==> config.mk <==
export PLATFORM = sky130hd
export DESIGN_NAME = lsb_first_bit_packer
export DESIGN_NICKNAME = d
export VERILOG_FILES = /design/src/lbp_pkg.sv /design/src/lsb_first_bit_packer.sv /design/src/lbp_front.sv /design/src/lbp_queue.sv /design/src/lbp_back.sv
export SDC_FILE = /design/constraint.sdc
export NUM_CORES = 1
export LEC_CHECK = 0
export BUFFER_PORTS_ARGS = -buffer_cell sky130_fd_sc_hd__buf_2
export CORE_MARGIN = 2
export CORE_UTILIZATION = 51
export DETAILED_ROUTE_END_ITERATION = 10
export GPL_ROUTABILITY_DRIVEN = 1
export PLACE_DENSITY = 0.8
export SLEW_MARGIN = 20
export SYNTH_ARGS = -nofsm -noshare
export SYNTH_HDL_FRONTEND = slang
export SYNTH_SLANG_ARGS = --single-unit
==> constraint.sdc <==
create_clock -name clock -period 9.3 [get_ports clock]
set_input_delay 0.93 -clock clock [delete_from_list [all_inputs] [get_ports clock]]
set_output_delay 0.93 -clock clock [all_outputs]
set_load 0.03 [all_outputs]
==> src/lbp_pkg.sv <==
// ---------------------------------------------------------------------------
// lbp_pkg: shared types and constants of the LSB-first bit packer
// Field widths, default chunk size and the structs passed between stages.
// ---------------------------------------------------------------------------
package lbp_pkg;

   // Default widest chunk, in bits
   localparam int DEF_MAX_CHUNK_BITS = 64;

   // Fixed field widths
   localparam int COUNT_W   = 7;
   localparam int BYTE_W    = 8;
   localparam int VBITS_W   = 4;
   localparam int PEND_W    = 7;
   localparam int PCNT_W    = 3;
   localparam int RSP_TDATA_W = 16;

   // Queue depth between front and back
   localparam int QUEUE_DEPTH = 2;

   // Control part of a classified request
   typedef struct packed {
      logic [COUNT_W-1:0] bit_cnt;
      logic               eom;
   } item_ctl_type;

   // One result beat
   typedef struct packed {
      logic               msg_end;
      logic               last;
      logic [VBITS_W-1:0] valid_bits;
      logic [BYTE_W-1:0]  out_byte;
   } rsp_beat_type;

endpackage

==> src/lsb_first_bit_packer.sv <==
// ---------------------------------------------------------------------------
// lsb_first_bit_packer: LSB-first bit stream packer
// Each request appends up to MAX_CHUNK_BITS bits, bit 0 first, to a byte
// stream. The back end emits one result byte per clock while the sink does
// not stall, and a request holds it until every result byte it yields has
// been emitted; a request that yields none still passes through it. That
// pace is set by the single byte lane of the sequencer. A two-entry queue
// lets new requests be accepted while earlier ones are still being emitted,
// and a registered output holds a result while the sink stalls. tlast on a
// request flushes the partial byte; bit counts above MAX_CHUNK_BITS are
// clamped.
// ---------------------------------------------------------------------------
module lsb_first_bit_packer
   import lbp_pkg::*;
#(
   parameter int MAX_CHUNK_BITS = DEF_MAX_CHUNK_BITS,
   localparam int REQ_TDATA_W   = ((MAX_CHUNK_BITS + COUNT_W + 7) / 8) * 8
) (
   input  logic                   clock,
   input  logic                   reset,
   // request: chunk_value, bit_count, zero pad (lowest bit up)
   input  logic                   req_tvalid,
   output logic                   req_tready,
   input  logic [REQ_TDATA_W-1:0] req_tdata,
   input  logic                   req_tlast,
   // result: out_byte, valid_bits, zero pad (lowest bit up)
   output logic                   rsp_tvalid,
   input  logic                   rsp_tready,
   output logic [RSP_TDATA_W-1:0] rsp_tdata,
   // result tuser: message_end
   output logic                   rsp_tuser,
   output logic                   rsp_tlast
);

   logic [MAX_CHUNK_BITS-1:0] fr_data;
   item_ctl_type              fr_ctl;
   logic                      q_valid, q_ready;
   logic [MAX_CHUNK_BITS-1:0] q_data;
   item_ctl_type              q_ctl;
   rsp_beat_type              beat;

   lbp_front #(
      .MAX_CHUNK_BITS (MAX_CHUNK_BITS),
      .TDATA_W        (REQ_TDATA_W)
   ) u_front (
      .req_tdata (req_tdata),
      .req_tlast (req_tlast),
      .item_data (fr_data),
      .item_ctl  (fr_ctl)
   );

   lbp_queue #(
      .MAX_CHUNK_BITS (MAX_CHUNK_BITS)
   ) u_queue (
      .clock     (clock),
      .reset     (reset),
      .in_valid  (req_tvalid),
      .in_ready  (req_tready),
      .in_data   (fr_data),
      .in_ctl    (fr_ctl),
      .out_valid (q_valid),
      .out_ready (q_ready),
      .out_data  (q_data),
      .out_ctl   (q_ctl)
   );

   lbp_back #(
      .MAX_CHUNK_BITS (MAX_CHUNK_BITS)
   ) u_back (
      .clock     (clock),
      .reset     (reset),
      .q_valid   (q_valid),
      .q_ready   (q_ready),
      .q_data    (q_data),
      .q_ctl     (q_ctl),
      .rsp_valid (rsp_tvalid),
      .rsp_ready (rsp_tready),
      .rsp_beat  (beat)
   );

   // Result packing
   assign rsp_tdata = {(RSP_TDATA_W - BYTE_W - VBITS_W)'(0), beat.valid_bits, beat.out_byte};
   assign rsp_tuser = beat.msg_end;
   assign rsp_tlast = beat.last;

endmodule

==> src/lbp_front.sv <==
// ---------------------------------------------------------------------------
// lbp_front: request classifier
// Unpacks a request, saturates its bit count and clears bits above the count.
// ---------------------------------------------------------------------------
module lbp_front
   import lbp_pkg::*;
#(
   parameter int MAX_CHUNK_BITS = DEF_MAX_CHUNK_BITS,
   parameter int TDATA_W        = 72
) (
   input  logic [TDATA_W-1:0]        req_tdata,
   input  logic                      req_tlast,
   output logic [MAX_CHUNK_BITS-1:0] item_data,
   output item_ctl_type              item_ctl
);

   localparam logic [COUNT_W-1:0] MAX_CNT = COUNT_W'(MAX_CHUNK_BITS);

   logic [MAX_CHUNK_BITS-1:0] chunk_value;
   logic [COUNT_W-1:0]        bit_count;
   logic [COUNT_W-1:0]        cnt_sat;
   logic [MAX_CHUNK_BITS-1:0] keep_mask;

   assign chunk_value = req_tdata[MAX_CHUNK_BITS-1:0];
   assign bit_count   = req_tdata[MAX_CHUNK_BITS+COUNT_W-1:MAX_CHUNK_BITS];

   // Oversized counts clamp to the widest chunk
   assign cnt_sat = (bit_count > MAX_CNT) ? MAX_CNT : bit_count;

   // Keep only the low cnt_sat bits; a full-width count keeps all
   assign keep_mask = ~({MAX_CHUNK_BITS{1'b1}} << cnt_sat);

   assign item_data        = chunk_value & keep_mask;
   assign item_ctl.bit_cnt = cnt_sat;
   assign item_ctl.eom     = req_tlast;

endmodule

==> src/lbp_queue.sv <==
// ---------------------------------------------------------------------------
// lbp_queue: small request queue
// Two-entry FIFO that decouples the classifier from the byte sequencer.
// ---------------------------------------------------------------------------
module lbp_queue
   import lbp_pkg::*;
#(
   parameter int MAX_CHUNK_BITS = DEF_MAX_CHUNK_BITS
) (
   input  logic                      clock,
   input  logic                      reset,
   input  logic                      in_valid,
   output logic                      in_ready,
   input  logic [MAX_CHUNK_BITS-1:0] in_data,
   input  item_ctl_type              in_ctl,
   output logic                      out_valid,
   input  logic                      out_ready,
   output logic [MAX_CHUNK_BITS-1:0] out_data,
   output item_ctl_type              out_ctl
);

   localparam int PTR_W = $clog2(QUEUE_DEPTH);
   localparam int CNT_W = $clog2(QUEUE_DEPTH + 1);
   localparam logic [CNT_W-1:0] FULL_CNT = CNT_W'(QUEUE_DEPTH);

   logic [MAX_CHUNK_BITS-1:0] data_mem [QUEUE_DEPTH];
   item_ctl_type              ctl_mem  [QUEUE_DEPTH];
   logic [PTR_W-1:0]          wr_ptr_ff, wr_ptr_in;
   logic [PTR_W-1:0]          rd_ptr_ff, rd_ptr_in;
   logic [CNT_W-1:0]          cnt_ff, cnt_in;
   logic                      push, pop;

   assign in_ready  = (cnt_ff != FULL_CNT);
   assign out_valid = (cnt_ff != '0);
   assign push      = in_valid && in_ready;
   assign pop       = out_valid && out_ready;

   assign out_data = data_mem[rd_ptr_ff];
   assign out_ctl  = ctl_mem[rd_ptr_ff];

   // Pointer and fill count update
   always_comb begin
      wr_ptr_in = wr_ptr_ff;
      rd_ptr_in = rd_ptr_ff;
      cnt_in    = cnt_ff;
      if (push) begin
         wr_ptr_in = (wr_ptr_ff == PTR_W'(QUEUE_DEPTH - 1)) ? '0 : wr_ptr_ff + 1'b1;
      end
      if (pop) begin
         rd_ptr_in = (rd_ptr_ff == PTR_W'(QUEUE_DEPTH - 1)) ? '0 : rd_ptr_ff + 1'b1;
      end
      if (push && !pop) begin
         cnt_in = cnt_ff + 1'b1;
      end else if (pop && !push) begin
         cnt_in = cnt_ff - 1'b1;
      end
   end

   always_ff @(posedge clock) begin
      if (reset) begin
         wr_ptr_ff <= '0;
         rd_ptr_ff <= '0;
         cnt_ff    <= '0;
      end else begin
         wr_ptr_ff <= wr_ptr_in;
         rd_ptr_ff <= rd_ptr_in;
         cnt_ff    <= cnt_in;
      end
   end

   // Entry storage
   always_ff @(posedge clock) begin
      if (push) begin
         data_mem[wr_ptr_ff] <= in_data;
         ctl_mem[wr_ptr_ff]  <= in_ctl;
      end
   end

endmodule

==> src/lbp_back.sv <==
// ---------------------------------------------------------------------------
// lbp_back: byte sequencer
// Merges chunk bits with the pending partial byte, emits one byte per cycle
// into a free output register and flushes the partial byte at message end.
// ---------------------------------------------------------------------------
module lbp_back
   import lbp_pkg::*;
#(
   parameter int MAX_CHUNK_BITS = DEF_MAX_CHUNK_BITS
) (
   input  logic                      clock,
   input  logic                      reset,
   input  logic                      q_valid,
   output logic                      q_ready,
   input  logic [MAX_CHUNK_BITS-1:0] q_data,
   input  item_ctl_type              q_ctl,
   output logic                      rsp_valid,
   input  logic                      rsp_ready,
   output rsp_beat_type              rsp_beat
);

   localparam logic [COUNT_W-1:0] BYTE_CNT = COUNT_W'(BYTE_W);

   logic                      busy_ff, busy_in;
   logic                      eom_ff, eom_in;
   logic [MAX_CHUNK_BITS-1:0] data_ff, data_in;
   logic [COUNT_W-1:0]        rem_ff, rem_in;
   logic [PEND_W-1:0]         pend_ff, pend_in;
   logic [PCNT_W-1:0]         pcnt_ff, pcnt_in;
   logic                      rsp_valid_ff, rsp_valid_in;
   rsp_beat_type              rsp_beat_ff, rsp_beat_in;

   logic                      can_out, step, finish, emit, pop;
   logic [COUNT_W:0]          sum;
   logic                      full;
   logic [VBITS_W-1:0]        need;
   logic [COUNT_W-1:0]        rem_after;
   logic [MAX_CHUNK_BITS-1:0] data_sh;
   logic [BYTE_W-1:0]         byte_mix;

   // Output register frees up when empty or being taken
   assign can_out = !rsp_valid_ff || rsp_ready;
   assign step    = busy_ff && can_out;

   // Datapath for the current step
   assign sum       = {1'b0, rem_ff} + (COUNT_W+1)'(pcnt_ff);
   assign full      = (sum >= (COUNT_W+1)'(BYTE_W));
   assign need      = VBITS_W'(BYTE_W) - VBITS_W'(pcnt_ff);
   assign rem_after = rem_ff - COUNT_W'(need);
   assign data_sh   = data_ff >> need;
   assign byte_mix  = {1'b0, pend_ff} | (data_ff[BYTE_W-1:0] << pcnt_ff);

   // Step sequencing: full bytes, then merge or flush of the remainder
   always_comb begin
      finish      = 1'b0;
      emit        = 1'b0;
      data_in     = data_ff;
      rem_in      = rem_ff;
      pend_in     = pend_ff;
      pcnt_in     = pcnt_ff;
      rsp_beat_in = rsp_beat_ff;
      if (step) begin
         if (full) begin
            // a full byte; the item ends here unless bits or a flush follow
            emit                   = 1'b1;
            finish                 = (rem_after < BYTE_CNT) && !(eom_ff && (rem_after != '0));
            rsp_beat_in.out_byte   = byte_mix;
            rsp_beat_in.valid_bits = VBITS_W'(BYTE_W);
            rsp_beat_in.last       = finish;
            rsp_beat_in.msg_end    = finish && eom_ff;
            data_in                = data_sh;
            rem_in                 = rem_after;
            if (finish) begin
               pend_in = data_sh[PEND_W-1:0];
               pcnt_in = rem_after[PCNT_W-1:0];
            end else begin
               pend_in = '0;
               pcnt_in = '0;
            end
         end else begin
            finish = 1'b1;
            if (eom_ff && (sum != '0)) begin
               // flush the partial byte
               emit                   = 1'b1;
               rsp_beat_in.out_byte   = byte_mix;
               rsp_beat_in.valid_bits = sum[VBITS_W-1:0];
               rsp_beat_in.last       = 1'b1;
               rsp_beat_in.msg_end    = 1'b1;
               pend_in                = '0;
               pcnt_in                = '0;
            end else if (eom_ff) begin
               pend_in = '0;
               pcnt_in = '0;
            end else begin
               pend_in = byte_mix[PEND_W-1:0];
               pcnt_in = sum[PCNT_W-1:0];
            end
         end
      end
      // next request loads as the current one finishes
      if (pop) begin
         data_in = q_data;
         rem_in  = q_ctl.bit_cnt;
      end
   end

   assign q_ready = !busy_ff || (step && finish);
   assign pop     = q_valid && q_ready;

   always_comb begin
      busy_in = busy_ff;
      eom_in  = eom_ff;
      if (pop) begin
         busy_in = 1'b1;
         eom_in  = q_ctl.eom;
      end else if (step && finish) begin
         busy_in = 1'b0;
      end
   end

   always_comb begin
      rsp_valid_in = rsp_valid_ff;
      if (emit) begin
         rsp_valid_in = 1'b1;
      end else if (rsp_ready) begin
         rsp_valid_in = 1'b0;
      end
   end

   // Control state
   always_ff @(posedge clock) begin
      if (reset) begin
         busy_ff      <= 1'b0;
         pend_ff      <= '0;
         pcnt_ff      <= '0;
         rsp_valid_ff <= 1'b0;
      end else begin
         busy_ff      <= busy_in;
         pend_ff      <= pend_in;
         pcnt_ff      <= pcnt_in;
         rsp_valid_ff <= rsp_valid_in;
      end
   end

   // Payload registers
   always_ff @(posedge clock) begin
      eom_ff      <= eom_in;
      data_ff     <= data_in;
      rem_ff      <= rem_in;
      rsp_beat_ff <= rsp_beat_in;
   end

   assign rsp_valid = rsp_valid_ff;
   assign rsp_beat  = rsp_beat_ff;

endmodule

==> flow_summary_export.csv, run 1 <==
group,metric,value,unit
sta,min_period,6.03,ns
placement,routabilityCongestion,0.978,
route,firstDrtPassIters,5,
sta,final.setup.tns,0,ns
logic_synthesis,synth_area_leaders,"edfxtp_1, mux2i_1, nand2_1",
logic_synthesis,synth_top_area_share,51.6,%
route,drc,0,
logic_synthesis,postSynthCellCount,1123,
job,maxCapViolCount,0,
layout,diodes,0,
sta,clock.fmax,0.166,GHz
power_and_ir_drop,power_density,390,nW/µm²
logic_synthesis,yosysTopAreaCell,"edfxtp_1",
global_route,grt_max_degree,73,
placement,dp_hpwl,21500,µm
logic_synthesis,ys_seq_area_share,54.1,%
sta,drv_slew,0,
global_route,grt_usage,22.3,%
floorplanning,die_h,166,µm
route,wl_per_cell,20.4,µm
floorplanning,core-area,25900,µm²
clocking,clk_latency,0.52,ns
logic_synthesis,ys_ff_latch,247,
route,antenna_left,0,
layout,drive_gt1_share,14.3,%
worst_setup_path,worst_ep_required_time,9.56,ns
clocking,ctsHoldBuffers,0,
floorplanning,io_pins,97,
global_route,grt_pass1_vias,8980,
sta,final_hold_viol_count,0,
clocking,cts_root_buf,"clkbuf_16",
logic_synthesis,synth_top_flop_cell,"edfxtp_1",
route,wl,31300,µm
logic_synthesis,synth_edf_count,230,
sta,grt_setup_unrepaired,"false",
power_and_ir_drop,p_total,0.00583,W
clocking,post_cts_resized,0,
floorplanning,rows,59,
floorplanning,initial_utilization,51.7,%
logic_synthesis,syn_area_per_cell,11.9,µm²
clocking,tritoncts,"yes",
layout,syn_to_final_growth,11.7,%
worst_setup_path,cp-start-kind,"flip-flop",
power_and_ir_drop,p_leak,5.79,nW
floorplanning,dieArea,27600,µm²
layout,multiInputGateArea,5790,µm²
route,num_vias,9184,
floorplanning,die_w,166,µm
clocking,cts_setup_buffers,0,
global_route,antenna_found_initial,0,
worst_setup_path,critPathCaptureType,"flip-flop",
worst_setup_path,worst-setup-path-type,"reg2reg",
layout,fin_nets,1267,
clocking,cts_sinks,247,
global_route,grt-ovfl-total,0,
min_path,hold_class,"reg2reg",
sta,skew,0.0137,ns
layout,regArea,7250,µm²
logic_synthesis,ys_async_sr_fraction,0,%
layout,fillCellCount,2041,
clocking,cts_buffer_depth,3,
run_status,status,"finished, final reports clean",
sta,post-route-period-util,64.8,%
sta,setup_viol,0,
sta,slew_headroom,31.4,%
sta,tightest_slew,1.03,ns
logic_synthesis,synth_area,13400,µm²
worst_setup_path,arrival,6.29,ns
route,vias_per_cell,5.99,
layout,final_common_cell,"mux2i_1",
logic_synthesis,yosysWarnings,0,
power_and_ir_drop,ir_drop,280,µV
global_route,grt_pass1_wl,49200,µm
clocking,numCtsBuffers,25,
logic_synthesis,synth_cell_types,66,
clocking,clkSlewWorstSetupHoldPaths,0.07,ns
route,drt_first_iter_violations,865,
worst_setup_path,crit_fanout,39,
layout,layout_common_cells,"mux2i_1, edfxtp_1, nand2_1",
clocking,htree_levels,1,
placement,portBuffers,91,
## where the power goes
group | total, W | internal, W | switching [W]
logic | 0.00279 | 0.00106 | 0.00173
registers | 0.00199 | 0.00179 | 0.000195
clock network | 0.00106 | 0.000636 | 0.000420
## metrics by stage
stage | util [%] | setup WS (ns) | area, µm² | instances | hold WS (ns)
finish | 57.7 | 3.27 | 15000 | 1533 | 0.502
global route | 57.7 | 2.95 | 15000 | 1533 | 0.521
CTS | 57.7 | 3.28 | 15000 | 1533 | 0.503
detailed placement | 54.4 | 3.31 | 14100 | 1488 | 0.494
global placement | 54.4 | 3.47 | 14100 | 1488 | 0.485
floorplan | - | 3.20 | 13400 | 1126 | 0.476
## layer usage
metal,vias up,share of wire (%),track usage (%)
met2,408,48,36.9
met1,4409,42,30.9
li1,4299,-,-
met5,-,0,0
met3,68,7.0,2.67
met4,0,2.8,7.60
## synthesized netlist by cell type, types with 5 or more instances
cell type / instances
buf_1: 12
and2_1: 12
a21boi_0: 18
edfxtp_1: 230
and3_1: 5
nand3_1: 7
a21oi_1: 45
nand2_1: 126
buf_4: 10
inv_1: 12
nor2b_1: 13
xnor2_1: 7
a211oi_1: 8
a22oi_1: 5
buf_2: 11
nor3_1: 10
clkbuf_1: 44
ha_1: 8
or3_1: 6
mux2_1: 11
a311oi_1: 5
mux2_2: 10
inv_2: 5
o311a_1: 7
nor2_1: 59
mux2i_1: 282
nor4_1: 5
o21ai_0: 61
dfxtp_1: 17
## final timing paths
path | slack [ns] | depth (start not counted) | startpoint | to
max | 3.27 | 13 | u_back.pcnt_ff[1] | u_back.data_ff[5]
max reg2reg | 3.27 | 13 | u_back.pcnt_ff[1] | u_back.data_ff[5]
min | 0.50 | 2 | u_back.pend_ff[1] | u_back.pend_ff[1]
min reg2reg | 0.50 | 2 | u_back.pend_ff[1] | u_back.pend_ff[1]
## sequential cells by signal (all words and copies together) (netlist names), named ones only
signal and cells:
u_back.eom_ff 1, u_back.pend_ff 7, u_queue.data_mem 128, u_queue.rd_ptr_ff 1
u_queue.cnt_ff 2, u_back.rem_ff 7, u_back.rsp_valid 1, u_back.pcnt_ff 3
u_back.busy_ff 1, u_back.rsp_beat 14, u_queue.ctl_mem 16, u_queue.wr_ptr_ff 1
u_back.data_ff 64
## logic make-up (layout without fill, tap and decap cells)
| family | after synthesis | count (layout) | synth area share, % |
|---|---|---|---|
| mux | 303 | 303 | 22.8 |
| simple gates | 264 | 264 | 8.88 |
| flops | 247 | 247 | 54.1 |
| compound gates | 190 | 190 | 9.03 |
| buf+inv | 96 | 168 | 3.18 |
| xor+xnor | 12 | 12 | 0.897 |
| fa+ha+maj | 10 | 10 | 1.05 |
| other cells | 1 | 4 | 0.0280 |
## area by class of cell
| type | instances | area share [%] |
|---|---|---|
| Tap cell | 335 | 2.80 |
| Sequential cell | 247 | 48.5 |
| Inverter | 17 | 0.427 |
| Clock inverter | 16 | 1.50 |
| Timing Repair Buffer | 106 | 3.80 |
| Multi-Input combinational cell | 783 | 38.7 |
| Clock buffer | 29 | 4.28 |
## worst max-delay path, stage by stage (launching register included)
cell and delay (ns):
dfxtp_1 0.71, inv_1 0.28, ha_4 0.73, buf_4 0.56, inv_2 0.10, ha_1 0.28
nor2b_1 0.14, o31a_1 0.29, o211a_1 0.22, o311a_1 0.54, o21ai_4 0.21, buf_4 0.56
inv_2 0.61, mux2_1 0.49
Note: power is estimated with default switching activity, not from simulation.
==> run 2: changes to the inputs <==
==> constraint.sdc (replaced) <==
create_clock -name clock -period 6.1 [get_ports clock]
set_input_delay 0.61 -clock clock [delete_from_list [all_inputs] [get_ports clock]]
set_output_delay 0.61 -clock clock [all_outputs]
set_load 0.03 [all_outputs]
==> flow_summary_export.csv, run 2 (synthesized netlist as in run 1, its figures left out) <==
group,metric,value,unit
route,wl_per_cell,20.8,µm
layout,largest_register_ffs,128,
placement,routabilityCongestion,0.951,
placement,dp_hpwl,21600,µm
route,antenna_left,0,
worst_setup_path,cp-start-kind,"flip-flop",
sta,drv_slew,0,
clocking,tritoncts,"yes",
placement,pre_cts_slack,1.51,ns
sta,min_period,4.67,ns
power_and_ir_drop,power_density,598,nW/µm²
clocking,htree_levels,1,
worst_setup_path,cpMaxStageDelayCell,"dfxtp_1",
worst_setup_path,reg2reg_depth,13,
clocking,cts_setup_buffers,0,
placement,portBuffers,91,
layout,layout_common_cells,"mux2i_1, edfxtp_1, nand2_1",
worst_setup_path,arrival,5.12,ns
worst_setup_path,worstReg2RegStart,"u_back.pcnt_ff[1]",
layout,drive_gt1_share,14.6,%
sta,final.setup.tns,0,ns
layout,final_cells,1532,
min_path,min_from,"req_tlast",
sta,final_hold_viol_count,0,
layout,final_common_cell,"mux2i_1",
sta,tightest_slew,1.07,ns
clocking,post_cts_resized,0,
worst_setup_path,worst-setup-path-type,"reg2reg",
route,wl,31900,µm
route,vias_per_cell,6.04,
worst_setup_path,cp.buffers_inverters,3,
worst_setup_path,cp.depth,13,
layout,syn_to_final_growth,11.7,%
clocking,ctsHoldBuffers,0,
worst_setup_path,rrSetupSlack,1.43,ns
power_and_ir_drop,p_leak,5.81,nW
clocking,cts_root_buf,"clkbuf_16",
global_route,antenna_found_initial,1,
worst_setup_path,max_stage_delay,0.71,ns
clocking,cts_buffer_depth,3,
global_route,grt_pass1_vias,9083,
worst_setup_path,crit_top_cell,"ha_1",
global_route,grt-ovfl-total,0,
layout,diodes,0,
sta,setup_viol,0,
global_route,grt_usage,22.7,%
layout,top_regs,"u_queue.data_mem (128), u_back.data_ff (64), u_queue.ctl_mem (16)",
sta,setup_ws,1.43,ns
global_route,grt_max_degree,72,
sta,clock.fmax,0.214,GHz
run_status,status,"finished, final reports clean",
layout,top_register,"u_queue.data_mem",
route,num_vias,9248,
floorplanning,die_h,166,µm
power_and_ir_drop,ir_drop,412,µV
layout,fillCellCount,2048,
route,drt_first_iter_violations,973,
clocking,numCtsBuffers,25,
worst_setup_path,critPathCaptureType,"flip-flop",
worst_setup_path,worst_ep_required_time,6.56,ns
worst_setup_path,crit_fanout,38,
layout,fin_nets,1268,
worst_setup_path,critical_path.endpoint,"u_queue.cnt_ff[1]",
sta,grt_setup_unrepaired,"false",
floorplanning,initial_utilization,51.7,%
sta,slew_headroom,28.4,%
route,firstDrtPassIters,5,
clocking,cts_sinks,247,
worst_setup_path,cp-startpoint,"u_back.pcnt_ff[1]",
floorplanning,core-area,25900,µm²
floorplanning,die_w,166,µm
clocking,clkSlewWorstSetupHoldPaths,0.07,ns
clocking,clk_latency,0.52,ns
global_route,grt_pass1_wl,50100,µm
worst_setup_path,rr_endpoint,"u_queue.cnt_ff[1]",
worst_setup_path,critPathTopFamily,"compound AO/OA/AOI/OAI gates",
power_and_ir_drop,p_total,0.00894,W
floorplanning,rows,59,
floorplanning,dieArea,27600,µm²
job,maxCapViolCount,0,
min_path,hold_class,"in2reg",
route,drc,0,
worst_setup_path,cp_cell_sequence,"inv_1 -> ha_4 -> inv_2 -> ha_1 -> nor2b_1 -> o31a_1 -> o211a_1 -> o311a_1 -> o21ai_4 -> buf_4 -> ha_1 -> or3_1 -> a21oi_1",
layout,fin_util,57.8,%
placement,dp_cells,1489,
sta,skew,0.0107,ns
sta,post-route-period-util,76.5,%
floorplanning,io_pins,97,
-- run 2: metrics by stage --
stage / cell area (µm²) / hold WS, ns
finish: 15000 / 0.279
global route: 15000 / 0.274
CTS: 15000 / 0.260
detailed placement: 14100 / 0.493
global placement: 14100 / 0.487
floorplan: 13400 / 0.476
-- run 2: worst min path at each step --
stage / endpoint / slack, ns / depth (start not counted)
after global routing: u_queue.ctl_mem[0][0] / 0.27 / 1
after CTS: u_queue.ctl_mem[0][0] / 0.26 / 1
after global placement: u_back.pend_ff[3] / 0.49 / 2
after detailed placement: u_back.pend_ff[6] / 0.49 / 2
final: u_queue.ctl_mem[1][0] / 0.28 / 1
after floorplan: u_back.pend_ff[1] / 0.48 / 2
-- run 2: per-layer routing --
| layer | global-route usage [%] | wire length, µm | part of all wire, % | vias up |
|---|---|---|---|---|
| met1 | 31.6 | 13600 | 43 | 4394 |
| met3 | 2.22 | 2200 | 6.9 | 69 |
| met4 | 8.17 | 1040 | 3.3 | 0 |
| met2 | 37.3 | 15000 | 47 | 477 |
| met5 | 0 | 0 | 0 | - |
| li1 | - | - | - | 4308 |
-- run 2: cell type report --
cell class,instances,area [µm²],share of cell area (%)
Clock inverter,17,239,1.60
Tap cell,335,419,2.80
Multi-Input combinational cell,783,5790,38.7
Clock buffer,26,629,4.20
Sequential cell,247,7250,48.4
Inverter,17,63.8,0.426
Timing Repair Buffer,107,576,3.84
-- run 2: worst register-to-register path, cell delays in order (launching register included) --
cell     delay (ns)
dfxtp_1        0.71
inv_1          0.29
ha_4           0.37
inv_2          0.05
ha_1           0.25
nor2b_1        0.14
o31a_1         0.28
o211a_1        0.22
o311a_1        0.54
o21ai_4        0.25
buf_4          0.58
ha_1           0.40
or3_1          0.38
a21oi_1        0.14
-- run 2: power by group --
part           leakage (nW)  internal [W]  switching [W]
clock network         0.429      0.000999       0.000634
logic                  3.03       0.00163        0.00266
registers              2.35       0.00273       0.000292
